**config.mk**
```make
export PLATFORM = sky130hd
export DESIGN_NAME = bitmap_id_allocator
export DESIGN_NICKNAME = d
export VERILOG_FILES = /design/src/hdl/bia_pkg.sv /design/src/hdl/bia_word_find.sv /design/src/hdl/bitmap_id_allocator.sv
export SDC_FILE = /design/constraint.sdc
export NUM_CORES = 2
export LEC_CHECK = 0
export ABC_CLOCK_PERIOD_IN_PS = 14000
export BUFFER_PORTS_ARGS = -buffer_cell sky130_fd_sc_hd__buf_2
export CAP_MARGIN = 5
export CORE_AREA = 2 2 319 321
export DETAILED_ROUTE_END_ITERATION = 10
export DIE_AREA = 0 0 321 323
export GPL_TIMING_DRIVEN = 0
export PLACE_DENSITY_LB_ADDON = 0.2
export RECOVER_POWER = 100
export SLEW_MARGIN = 20
export SYNTH_ARGS = -nofsm -noshare
export SYNTH_HDL_FRONTEND = slang
export SYNTH_SLANG_ARGS = --single-unit
```
**constraint.sdc**
```tcl
create_clock -name i_clk -period 14 [get_ports i_clk]
set_input_delay 2.8 -clock i_clk [delete_from_list [all_inputs] [get_ports i_clk]]
set_output_delay 2.8 -clock i_clk [all_outputs]
set_load 0.02 [all_outputs]
```
**src/hdl/bia_pkg.sv**
```systemverilog
`timescale 1ns / 1ps
// ----------------------------------------------------------------------------
// bia_pkg
// Shared types and constants for the bitmap ID allocator: request and
// response payloads, request codes and the limit register reset value.
// ----------------------------------------------------------------------------
package bia_pkg;

    // Width of an ID and of the limit register
    localparam int ID_W = 11;

    // Smallest ID handed out; position p stands for ID p + MIN_ID
    localparam int MIN_ID = 1;

    // Reset value of the limit register
    localparam logic [ID_W-1:0] LIMIT_RESET = 11'd1024;

    // Request codes
    localparam logic REQ_ALLOC   = 1'b0;
    localparam logic REQ_RELEASE = 1'b1;

    // Request transaction
    typedef struct packed {
        logic            req_type;
        logic [ID_W-1:0] release_id;
    } t_req;

    // Response transaction
    typedef struct packed {
        logic [ID_W-1:0] granted_id;
        logic            pool_full;
    } t_rsp;

endpackage

```
**src/hdl/bia_word_find.sv**
```systemverilog
`timescale 1ns / 1ps
// ----------------------------------------------------------------------------
// bia_word_find
// Finds the lowest clear bit of one map word whose position lies below the
// effective limit. Purely combinational; used once per scanned word.
// ----------------------------------------------------------------------------
module bia_word_find #(
    parameter int WORD_BITS = 32,
    parameter int BASE_W    = 12
) (
    input  logic [WORD_BITS-1:0]         i_word,
    input  logic [BASE_W-1:0]            i_base,
    input  logic [bia_pkg::ID_W-1:0]     i_limit,
    output logic                         o_hit,
    output logic [$clog2(WORD_BITS)-1:0] o_bit
);
    import bia_pkg::*;

    localparam int BIT_W = $clog2(WORD_BITS);

    logic [WORD_BITS-1:0] w_elig;

    // Flag bits that are free and inside the managed range
    always_comb begin
        for (int b = 0; b < WORD_BITS; b++) begin
            w_elig[b] = !i_word[b] && ((i_base + BASE_W'(b)) < BASE_W'(i_limit));
        end
    end

    // Pick the lowest flagged bit
    always_comb begin
        o_bit = '0;
        for (int b = WORD_BITS - 1; b >= 0; b--) begin
            if (w_elig[b]) begin
                o_bit = BIT_W'(b);
            end
        end
    end

    assign o_hit = |w_elig;

endmodule

```
**src/hdl/bitmap_id_allocator.sv**
```systemverilog
`timescale 1ns / 1ps
// ----------------------------------------------------------------------------
// bitmap_id_allocator
// Next-fit ID allocator over a used-bit map held in a word memory. Allocate
// scans words cyclically from the word of the last grant; release clears the
// bit of an in-range ID and returns nothing.
//
//   channel   direction  signals                          handshake
//   request   in         i_req_valid o_req_ready i_req    valid/ready
//   response  out        o_rsp_valid i_rsp_ready o_rsp    valid/ready
//   config    in         i_cfg_we i_cfg_data              write enable
//
// Allocate: accept, wrap the start word into the words in use, then scan
// one word per cycle, at most ceil(limit/WORD_BITS) words. Release: accept,
// then update the map word; an out-of-range release is only accepted and
// changes nothing.
// After reset a clearing pass writes all NUM_WORDS words, one per cycle, then
// a sizing pass runs; a limit write while idle or sizing repeats the sizing
// pass. Requests are not taken during either pass.
// A new request is taken no earlier than the edge at which the last result
// leaves the response register.
// ----------------------------------------------------------------------------
module bitmap_id_allocator #(
    parameter int MAX_IDS   = 1024,
    parameter int WORD_BITS = 32
) (
    input  logic                     i_clk,
    input  logic                     i_rst_n,
    input  logic                     i_req_valid,
    output logic                     o_req_ready,
    input  bia_pkg::t_req            i_req,
    output logic                     o_rsp_valid,
    input  logic                     i_rsp_ready,
    output bia_pkg::t_rsp            o_rsp,
    input  logic                     i_cfg_we,
    input  logic [bia_pkg::ID_W-1:0] i_cfg_data
);
    import bia_pkg::*;

    localparam int NUM_WORDS = (MAX_IDS + WORD_BITS - 1) / WORD_BITS;
    localparam int WIDX      = (NUM_WORDS > 1) ? $clog2(NUM_WORDS) : 1;
    localparam int WCNT_W    = $clog2(NUM_WORDS + 1);
    localparam int BIT_W     = $clog2(WORD_BITS);
    localparam int SUM_W     = $clog2((2 ** ID_W) + 2 * WORD_BITS);
    localparam int CAP       = (MAX_IDS < (2 ** ID_W)) ? MAX_IDS : (2 ** ID_W) - 1;

    typedef enum logic [5:0] {
        S_CLEAR = 6'b000001,
        S_SIZE  = 6'b000010,
        S_IDLE  = 6'b000100,
        S_MOD   = 6'b001000,
        S_CHK   = 6'b010000,
        S_RMW   = 6'b100000
    } t_state;

    t_state              r_state, n_state;
    logic [ID_W-1:0]     r_limit, n_limit;
    logic [WIDX-1:0]     r_w, n_w;
    logic [SUM_W-1:0]    r_base, n_base;
    logic [SUM_W-1:0]    r_span, n_span;
    logic [WCNT_W-1:0]   r_words, n_words;
    logic [WCNT_W-1:0]   r_cnt, n_cnt;
    logic [ID_W-1:0]     r_rem, n_rem;
    logic [WIDX-1:0]     r_last_w, n_last_w;
    logic [SUM_W-1:0]    r_last_base, n_last_base;
    logic                r_rsp_valid, n_rsp_valid;
    t_rsp                r_rsp, n_rsp;

    logic [WORD_BITS-1:0] mem [NUM_WORDS];
    logic [WORD_BITS-1:0] r_rdata;

    logic                 wr_en;
    logic [WIDX-1:0]      wr_addr;
    logic [WORD_BITS-1:0] wr_data;

    logic [ID_W-1:0]      lim;
    logic                 find_hit;
    logic [BIT_W-1:0]     find_bit;
    logic [WORD_BITS-1:0] hit_mask;
    logic [WORD_BITS-1:0] rel_mask;
    logic [SUM_W-1:0]     next_base;
    logic                 req_acc;
    logic                 rel_in_range;

    // Clamp the limit register into one through the pool size
    always_comb begin
        if (r_limit == '0) begin
            lim = ID_W'(MIN_ID);
        end else if (int'(r_limit) > CAP) begin
            lim = ID_W'(CAP);
        end else begin
            lim = r_limit;
        end
    end

    // Search the word under scan
    bia_word_find #(
        .WORD_BITS (WORD_BITS),
        .BASE_W    (SUM_W)
    ) u_find (
        .i_word  (r_rdata),
        .i_base  (r_base),
        .i_limit (lim),
        .o_hit   (find_hit),
        .o_bit   (find_bit)
    );

    always_comb begin
        hit_mask           = '0;
        hit_mask[find_bit] = 1'b1;
        rel_mask                   = '0;
        rel_mask[r_rem[BIT_W-1:0]] = 1'b1;
    end

    assign next_base    = r_base + SUM_W'(WORD_BITS);
    assign o_req_ready  = (r_state == S_IDLE) && !i_cfg_we && (!r_rsp_valid || i_rsp_ready);
    assign req_acc      = i_req_valid && o_req_ready;
    assign rel_in_range = (i_req.release_id >= ID_W'(MIN_ID)) && (i_req.release_id <= lim);

    // Sequencer
    always_comb begin
        n_state     = r_state;
        n_limit     = r_limit;
        n_w         = r_w;
        n_base      = r_base;
        n_span      = r_span;
        n_words     = r_words;
        n_cnt       = r_cnt;
        n_rem       = r_rem;
        n_last_w    = r_last_w;
        n_last_base = r_last_base;
        n_rsp_valid = r_rsp_valid;
        n_rsp       = r_rsp;
        wr_en       = 1'b0;
        wr_addr     = r_w;
        wr_data     = '0;

        // Drop the response once taken
        if (r_rsp_valid && i_rsp_ready) begin
            n_rsp_valid = 1'b0;
        end

        unique case (r_state)
            S_CLEAR: begin
                wr_en = 1'b1;
                if (r_w == WIDX'(NUM_WORDS - 1)) begin
                    n_w     = '0;
                    n_state = S_SIZE;
                    n_span  = '0;
                    n_words = '0;
                end else begin
                    n_w = r_w + 1'b1;
                end
            end
            S_SIZE: begin
                // Count the words in use: step until the span covers the limit
                if (r_span < SUM_W'(lim)) begin
                    n_span  = r_span + SUM_W'(WORD_BITS);
                    n_words = r_words + 1'b1;
                end else begin
                    n_state = S_IDLE;
                end
            end
            S_IDLE: begin
                if (req_acc) begin
                    if (i_req.req_type == REQ_ALLOC) begin
                        n_w     = r_last_w;
                        n_base  = r_last_base;
                        n_state = S_MOD;
                    end else if (rel_in_range) begin
                        // Split the position into word and bit
                        n_rem   = i_req.release_id - ID_W'(MIN_ID);
                        n_w     = WIDX'(n_rem >> BIT_W);
                        n_state = S_RMW;
                    end
                end
            end
            S_MOD: begin
                // Wrap the start word into the words in use
                if (WCNT_W'(r_w) >= r_words) begin
                    n_w    = r_w - WIDX'(r_words);
                    n_base = r_base - r_span;
                end else begin
                    n_cnt   = '0;
                    n_state = S_CHK;
                end
            end
            S_CHK: begin
                if (find_hit) begin
                    wr_en       = 1'b1;
                    wr_data     = r_rdata | hit_mask;
                    n_last_w    = r_w;
                    n_last_base = r_base;
                    n_rsp_valid = 1'b1;
                    n_rsp.granted_id = ID_W'(r_base + SUM_W'(find_bit) + SUM_W'(MIN_ID));
                    n_rsp.pool_full  = 1'b0;
                    n_state     = S_IDLE;
                end else if (r_cnt + 1'b1 == r_words) begin
                    n_rsp_valid = 1'b1;
                    n_rsp.granted_id = '0;
                    n_rsp.pool_full  = 1'b1;
                    n_state     = S_IDLE;
                end else begin
                    // Advance to the next word, wrapping at the span
                    n_cnt = r_cnt + 1'b1;
                    if (next_base >= r_span) begin
                        n_w    = '0;
                        n_base = '0;
                    end else begin
                        n_w    = r_w + 1'b1;
                        n_base = next_base;
                    end
                end
            end
            S_RMW: begin
                wr_en   = 1'b1;
                wr_data = r_rdata & ~rel_mask;
                n_state = S_IDLE;
            end
            default: begin
                n_state = S_IDLE;
            end
        endcase

        // Take a limit write; resize only when idle or sizing
        if (i_cfg_we) begin
            n_limit = i_cfg_data;
            if (r_state == S_IDLE || r_state == S_SIZE) begin
                n_state = S_SIZE;
                n_span  = '0;
                n_words = '0;
            end
        end
    end

    // Control registers
    always_ff @(posedge i_clk) begin
        if (!i_rst_n) begin
            r_state     <= S_CLEAR;
            r_limit     <= LIMIT_RESET;
            r_w         <= '0;
            r_span      <= '0;
            r_words     <= '0;
            r_cnt       <= '0;
            r_last_w    <= '0;
            r_last_base <= '0;
            r_rsp_valid <= 1'b0;
        end else begin
            r_state     <= n_state;
            r_limit     <= n_limit;
            r_w         <= n_w;
            r_span      <= n_span;
            r_words     <= n_words;
            r_cnt       <= n_cnt;
            r_last_w    <= n_last_w;
            r_last_base <= n_last_base;
            r_rsp_valid <= n_rsp_valid;
        end
    end

    // Payload registers
    always_ff @(posedge i_clk) begin
        r_base <= n_base;
        r_rem  <= n_rem;
        r_rsp  <= n_rsp;
    end

    // Map memory: one write port, registered read at the next word index
    always_ff @(posedge i_clk) begin
        if (wr_en) begin
            mem[wr_addr] <= wr_data;
        end
        r_rdata <= mem[n_w];
    end

    assign o_rsp_valid = r_rsp_valid;
    assign o_rsp       = r_rsp;

endmodule
```
# Yosys cells after proc, flatten, opt, wreduce, memory -nomap -nowiden
# Memories as Yosys holds them, arrays and structs flattened. A register that Yosys moved wholly into a read port is not among the register bits.
# Index checks and enable logic that the tools add are counted.
[totals] register_bits=93 ram_bits=1024 input_bits=28 word_cells=291 mem_count=1
[mem_list] name="mem" depth=32 width=32 read_ports=1 rd_ports_with_merged_regs=1 write_ports=1 line="bitmap_id_allocator.sv:69" source="logic [WORD_BITS-1:0] mem [NUM_WORDS];"
[op_classes] add_sub_neg=41 order_cmp=42 eq_ne=14 mux=91 bitwise=3 reduce_logical=86
[op_table] operator="$lt 12x11->1" count=33
[op_table] operator="$mux 5" count=40
[op_table] operator="$add 12x5->12 const B" count=16
[op_table] operator="$mux 12" count=12
[op_table] operator="$mux 6" count=17
[op_table] operator="$add 12x4->12 const B" count=8
[op_table] operator="$pmux 32 s2" count=1
[op_table] operator="$add 12x3->12 const B" count=4
[op_table] operator="$logic_and 1x1->1" count=39
[op_table] operator="$pmux 12 s3" count=1
[op_table] operator="$logic_not 1->1" count=34
[op_table] operator="$and 32x32->32" count=1
[op_table] operator="$mux 32" count=1
[op_table] operator="$not 32->32" count=1
[op_table] operator="$or 32x32->32" count=1
[op_table] operator="$reduce_or 32->1" count=1
[op_table] operator="$pmux 6 s5" count=1
[op_table] operator="$add 12x2->12 const B" count=2
[op_table] operator="$add 12x6->12 const B" count=2
[op_table] operator="$pmux 12 s2" count=1
[op_table] operator="$pmux 6 s2" count=2
[op_table] operator="$mux 11" count=2
[op_table] operator="$pmux 5 s4" count=1
[op_table] operator="$add 12x1->12 const B" count=1
[op_table] operator="other kinds (34)" count=55

# Longest topological paths before layout
[logic_depth] ltp_word=44 depth_mapped=31 ltp_nobuf=27

# Cells and area by module
# Synthesis repeated with hierarchy kept, for this count alone.
[hier_totals] hier_cells=4089 area_unflattened_um2=57241.1
[modules_own_cells] module="bitmap_id_allocator" instances=1 cells_per_inst=2766 area_each_um2=47219.0 seq_area_each_um2=33542.2
[modules_own_cells] module="bia_word_find" instances=1 cells_per_inst=1323 area_each_um2=10022.1 seq_area_each_um2=0.0

# Least setup slack after synthesis
# OpenSTA, ideal clock, no wires.
[synth_path] path_type="reg-to-reg" from="reg r_base[4]" to="mem mem[0][10], data pin" setup_time_ns=0.454 t_arrival_ns=6.469 setup_slack_ns=7.077 stages_incl_launch_ff=25 n_path_buf=4 path_cell_list="edfxtp_1 -> inv_1 -> clkbuf_1 -> ha_1 -> clkbuf_1 -> buf_2 -> nand2_1 -> o21ai_0 -> xor2_1 -> ha_1 -> and3_1 -> nand2_1 -> a21oi_1 -> a221oi_1 -> nor4b_1 -> o21ai_0 -> a32o_1 -> a21bo_2 -> a31oi_1 -> o211ai_1 -> a211oi_1 -> o21ai_0 -> or2_2 -> clkbuf_1 -> o21ai_0"
[synth_between] elab_chain_len=42 word_cells_on_any_way=136 cone_classes="add/sub (31); order compare (34); mux (36); bitwise (1); reduce/logical (34)"
[synth_lines] item="from (decl)" line="bitmap_id_allocator.sv:59" source="logic [SUM_W-1:0] r_base, n_base;"
[synth_lines] item="from (signal assigned)" line="bitmap_id_allocator.sv:263" source="r_base <= n_base;"
[synth_lines] item="$add 12x5->12" line="bia_word_find.sv:26" source="w_elig[b] = !i_word[b] && ((i_base + BASE_W'(b)) < BASE_W'(i_limit));"
[synth_lines] item="$lt 12x11->1" line="bia_word_find.sv:26"
[synth_lines] item="$logic_and 1x1->1" line="bia_word_find.sv:26"
[synth_lines] item="$mux 5 (32 in a row)" line="bia_word_find.sv:34" source="if (w_elig[b]) begin"
[synth_lines] item="$lt 5x6->1 (not written as such) or $ge 5x1->1 (tied branches)" line="bitmap_id_allocator.sv:110" source="hit_mask[find_bit] = 1'b1;"
[synth_lines] item="$logic_and 1x1->1 (not written as such)" line="bitmap_id_allocator.sv:110"
[synth_lines] item="$mux 1 (not written as such)" line="bitmap_id_allocator.sv:110"
[synth_lines] item="$demux 1 s5" line="bitmap_id_allocator.sv:110"
[synth_lines] item="$or 32x32->32" line="bitmap_id_allocator.sv:191" source="wr_data = r_rdata | hit_mask;"
[synth_lines] item="$mux 32 *" line="bitmap_id_allocator.sv:189" source="if (find_hit) begin"
[synth_lines] item="$pmux 32 s2 *" line="bitmap_id_allocator.sv:143" source="unique case (r_state)"
[synth_lines] item="named net wr_data[10]" line="bitmap_id_allocator.sv:74" source="logic [WORD_BITS-1:0] wr_data;"
[synth_lines] item="to (decl)" line="bitmap_id_allocator.sv:69"
# Mark *: on every way through the listed nets, which the timed path passes. The rest lies on a longest branch.

# Worst setup path after layout
[layout_path] from="reg r_base[6]" to="reg r_rdata[27], read port of mem"
[layout_between] elab_chain_len=6 word_cells_on_any_way=102 cone_classes="add/sub (32); order compare (33); mux (4); reduce/logical (33)"
[layout_lines] item="$add 12x1->12, or another cell as far along" line="bia_word_find.sv:26"
[layout_lines] item="$lt 12x11->1 or $ge 12x12->1 (tied branches)" line="bia_word_find.sv:26, bitmap_id_allocator.sv:206"
[layout_lines] item="$logic_and 1x1->1 or $mux 5 (tied branches)" line="bia_word_find.sv:26, bitmap_id_allocator.sv:206"
[layout_lines] item="$reduce_or 32->1 or $mux 5 (tied branches)" line="bia_word_find.sv:40, bitmap_id_allocator.sv:198"
[layout_lines] item="$mux 5 *" line="bitmap_id_allocator.sv:189"
[layout_lines] item="$pmux 5 s4 *" line="bitmap_id_allocator.sv:143"
[layout_lines] item="to (decl)" line="bitmap_id_allocator.sv:70" source="logic [WORD_BITS-1:0] r_rdata;"
# Mark *: on every way between the ends. The rest lies on a longest branch, timed or not.
# A chain may end at the register's enable or synchronous reset.

==> results by group <==
Timing
  • Max-slew violations: 80
  • Setup Skew: 0.0662 ns
  • Final cycle utilization of the critical path: 88.0%
  • RSZ-0062 raised after global routing: false
  • Worst Tran Pin Value: 1.56 ns
  • Final setup fails: 0
  • Rel. slew slack: -4.27%
  • Count of final hold-check violations: 0
  • Achievable clock frequency: around 81 MHz
  • Clock period minus final worst setup slack: 12.32 ns
  • Total Neg Setup Slack: 0 ns

Logic synthesis
  • Top FF cell, synth: edfxtp_1
  • Post-Syn Area: 57700 µm²
  • Syn. warnings: 0
  • Flops & latches, synth: 1149
  • Syn Inst Count: 4321
  • Share of the yosys chip area belonging to registers: 58.1%
  • Ys async rst share: 0%
  • Syn_area_per_cell: 13.4 µm²
  • Post-synthesis cell type count: 109
  • Post-Synthesis Net Count: 4651
  • Number of synthesized flops with an enable pin: 1053

CTS
  • CTS Sinks: about 1100
  • H-tree depth: 3
  • Resize count post-CTS: 0
  • Root Buffer: clkbuf_16
  • CTS tree: built
  • Max Buffers Root-to-Sink: 3
  • Clk Latency, worst-skew pair: 0.74 ns
  • Post-CTS setup buffer count: 0
  • Clock transition at path regs: about 0.06 ns
  • Total clock buffers created by CTS: 112
  • # hold bufs at CTS: 0

Global route
  • First-pass GRT wire length: 263000 µm
  • Vias in the first global route: between 30000 and 40000
  • GRT Total Usage: between 30% and 40%
  • Largest net degree at the start of global routing: 35
  • Met1 usage in global routing: 43.4%
  • GRT met3 Usage: 5.92%
  • Gr busiest metal: met2
  • Remaining global-route overflow: 0
  • Initial antenna violation count: 5
  • GR Util met2: 57.9%

Setup path
  • Crit path DAT: 12.84 ns
  • RR Endpoint: r_rdata[27]
  • Largest delay share family, worst path: buffers and inverters
  • Critical Path Max Stage Delay: slightly below 1 ns
  • Worst setup SP type: flip-flop
  • CP Buf/Inv Count: 9
  • CP Capture Type: flip-flop
  • Reg-to-Reg Start: r_base[6]
  • R2R cell count: 27
  • Cell repeated most along the worst path: clkbuf_1
  • Worst Setup Path Type: reg -> reg
  • Max FO, Critical Path: 18
  • WP data required: 14.51 ns
  • Crit-path slowest cell: clkbuf_1
  • Reg-to-reg slack, setup: 1.68 ns

Floorplanning
  • Core ar.: approximately 100000 µm²
  • # rows: 117
  • DIE HEIGHT: between 300 and 400 µm
  • Ports: 42
  • Die width: roughly 320 µm
  • Die area: approximately 100000 µm²
  • Initial Utilization: 57.3%

Hold path
  • Hold path startpoint: r_cnt[4]
  • Worst min-delay path endpoint: r_cnt[4]
  • Hold Path Depth: 2
  • Hold crit path type: reg -> reg

Pwr
  • Int Power: 0.00617 W
  • Net Sw Frac: 30.4%
  • Comb power frac: 22.6%
  • Power share of the clock group: between 30% and 40%
  • Sw Pwr: 0.00269 W
  • Static leakage: 20.7 nW
  • Cell Pwr Density: 138 nW/µm²
  • Tot Pwr: 0.00886 W
  • Max IR drop VDD: ~0.15 mV
  • Sequential share of power: 44.8%

Route
  • Drt drc: 0
  • Vias: 39040
  • DR iter-0 viols: 4201
  • First-pass DRT Iterations: 8
  • Avg WL per Cell: 30.6 µm
  • ANT nets after route: 0
  • Final WL: around 180000 µm
  • Vias per cell: around 6.6

Flow run
  • Max-cap violation count: 6

Layout
  • Layout filler cell count: 7428
  • P&R area growth vs syn: 11.5%
  • FF/Latch Area: 33500 µm²
  • Most common cell after layout, fill and taps aside: edfxtp_1
  • Nets: 4873
  • Share of layout cells above drive strength 1: 14.1%
  • Commonest cells after routing, fill and taps aside: edfxtp_1, nand2_1, ha_1
  • Multi-input logic area: 22600 µm²

Place
  • Hpwl dp: 131000 µm
  • Port Buffers: 40
  • RD Place Congestion: 1.06

Run status
  • Status: finished, violations left
  • Violated checks: max-capacitance violations, max-slew violations
==> flip-flops by register name, indices dropped and copies added, names as in the netlist <==
signal and flops:
r_last_base 12, o_rsp_valid 1, mem 1024, r_rem 5
r_limit 11, r_rdata 32, r_state 6, r_w 5
r_span 12, r_cnt 6, r_words 6, o_rsp 12
r_base 12, r_last_w 5
==> cell type report <==
type / count / share of cell area, %
sequential: 1149 / 52.1
multi-input combinational: 2845 / 35.2
clock buffer: 142 / 4.56
tap: 1309 / 2.55
timing repair buffer: 108 / 2.13
buffer: 231 / 1.91
clock inverter: 70 / 0.959
inverter: 96 / 0.562
antenna: 2 / 0.00778
==> metal layers <==
layer  share of wire, %  wire length (µm)  vias up
li1                   -                 -    17173
met2                 47             86200     1997
met4                7.4             13500        4
met3                8.0             14600      547
met1                 37             67900    19319
met5              0.014                25        -
==> how the worst max path moves through the flow <==
stage / slack, ns / startpoint / end / cells after the start
floorplan: 7.08 / r_base[4] / mem[0][10] / 24
global placement: 0.44 / r_base[4] / mem[27][18] / 23
detailed placement: 3.98 / r_base[6] / r_rdata[20] / 27
CTS: 3.92 / r_base[6] / r_rdata[20] / 27
global route: 1.82 / r_base[6] / r_rdata[20] / 27
finish: 1.68 / r_base[6] / r_rdata[27] / 27
==> cell families (layout without fill, tap and decap cells) <==
family / after synthesis / in the layout / synth area share (%)
adders and majority gates: 307 / 307 / 6.66
xor gates and xnor gates: 265 / 265 / 4.04
other: 0 / 2 / 0
muxes: 366 / 366 / 9.30
AOI/OAI and AO/OA: 865 / 865 / 10.3
buffers and inverters: 327 / 647 / 2.75
and+or+nand+nor: 1042 / 1042 / 8.77
DFF: 1149 / 1149 / 58.1
==> tightest hold or removal path: stages (launching register included) <==
cell and delay, ns:
dfxtp_1 0.33, nand2_1 0.06, a21oi_1 0.05
==> cell usage after synthesis (22+ instances only) <==
library cell	count	area, µm²
mux2_2	99	1110
inv_1	92	345
nor2b_1	29	181
o22ai_1	62	388
nor2_1	256	961
a221oi_1	35	307
mux2i_1	141	1410
ha_1	300	3750
o211ai_1	31	233
nand4_1	41	257
a22o_1	32	280
clkbuf_1	100	375
a211oi_1	63	473
a21oi_1	183	916
mux4_2	126	2840
a21boi_0	33	248
a21o_1	55	413
buf_2	68	340
and3_1	22	138
nand2_1	324	1220
o21ai_0	146	731
nor3_1	49	245
xnor2_1	179	1570
nor4_1	49	307
a31oi_1	27	169
dfxtp_1	96	1920
buf_4	23	173
edfxtp_1	1053	31600
xor2_1	85	744
nand3_1	125	626
==> power by group through the flow <==
stage,logic [W],clock network (W),registers [W]
2_1_floorplan,0.00132,0,0.00394
3_3_place_gp,0.00193,0,0.00403
3_5_place_dp,0.00201,0,0.00403
4_1_cts,0.00202,0.00291,0.00396
5_1_grt,0.00211,0.00305,0.00396
6_report,0.00200,0.00289,0.00397
==> metrics by stage <==
stage               cell area (µm²)  utilization (%)  worst slack, ns  instances  hold slack, ns
finish                        64300             63.9             1.68       5952           0.489
global route                  64300             63.9             1.82       5951           0.521
CTS                           64900             64.5             3.92       5950           0.489
detailed placement            61400             60.9             3.98       5738           0.481
global placement              59500             59.1            0.438       5670           0.466
floorplan                     57700                -             7.08       4321           0.448
Power figures use the tool's default switching activity.
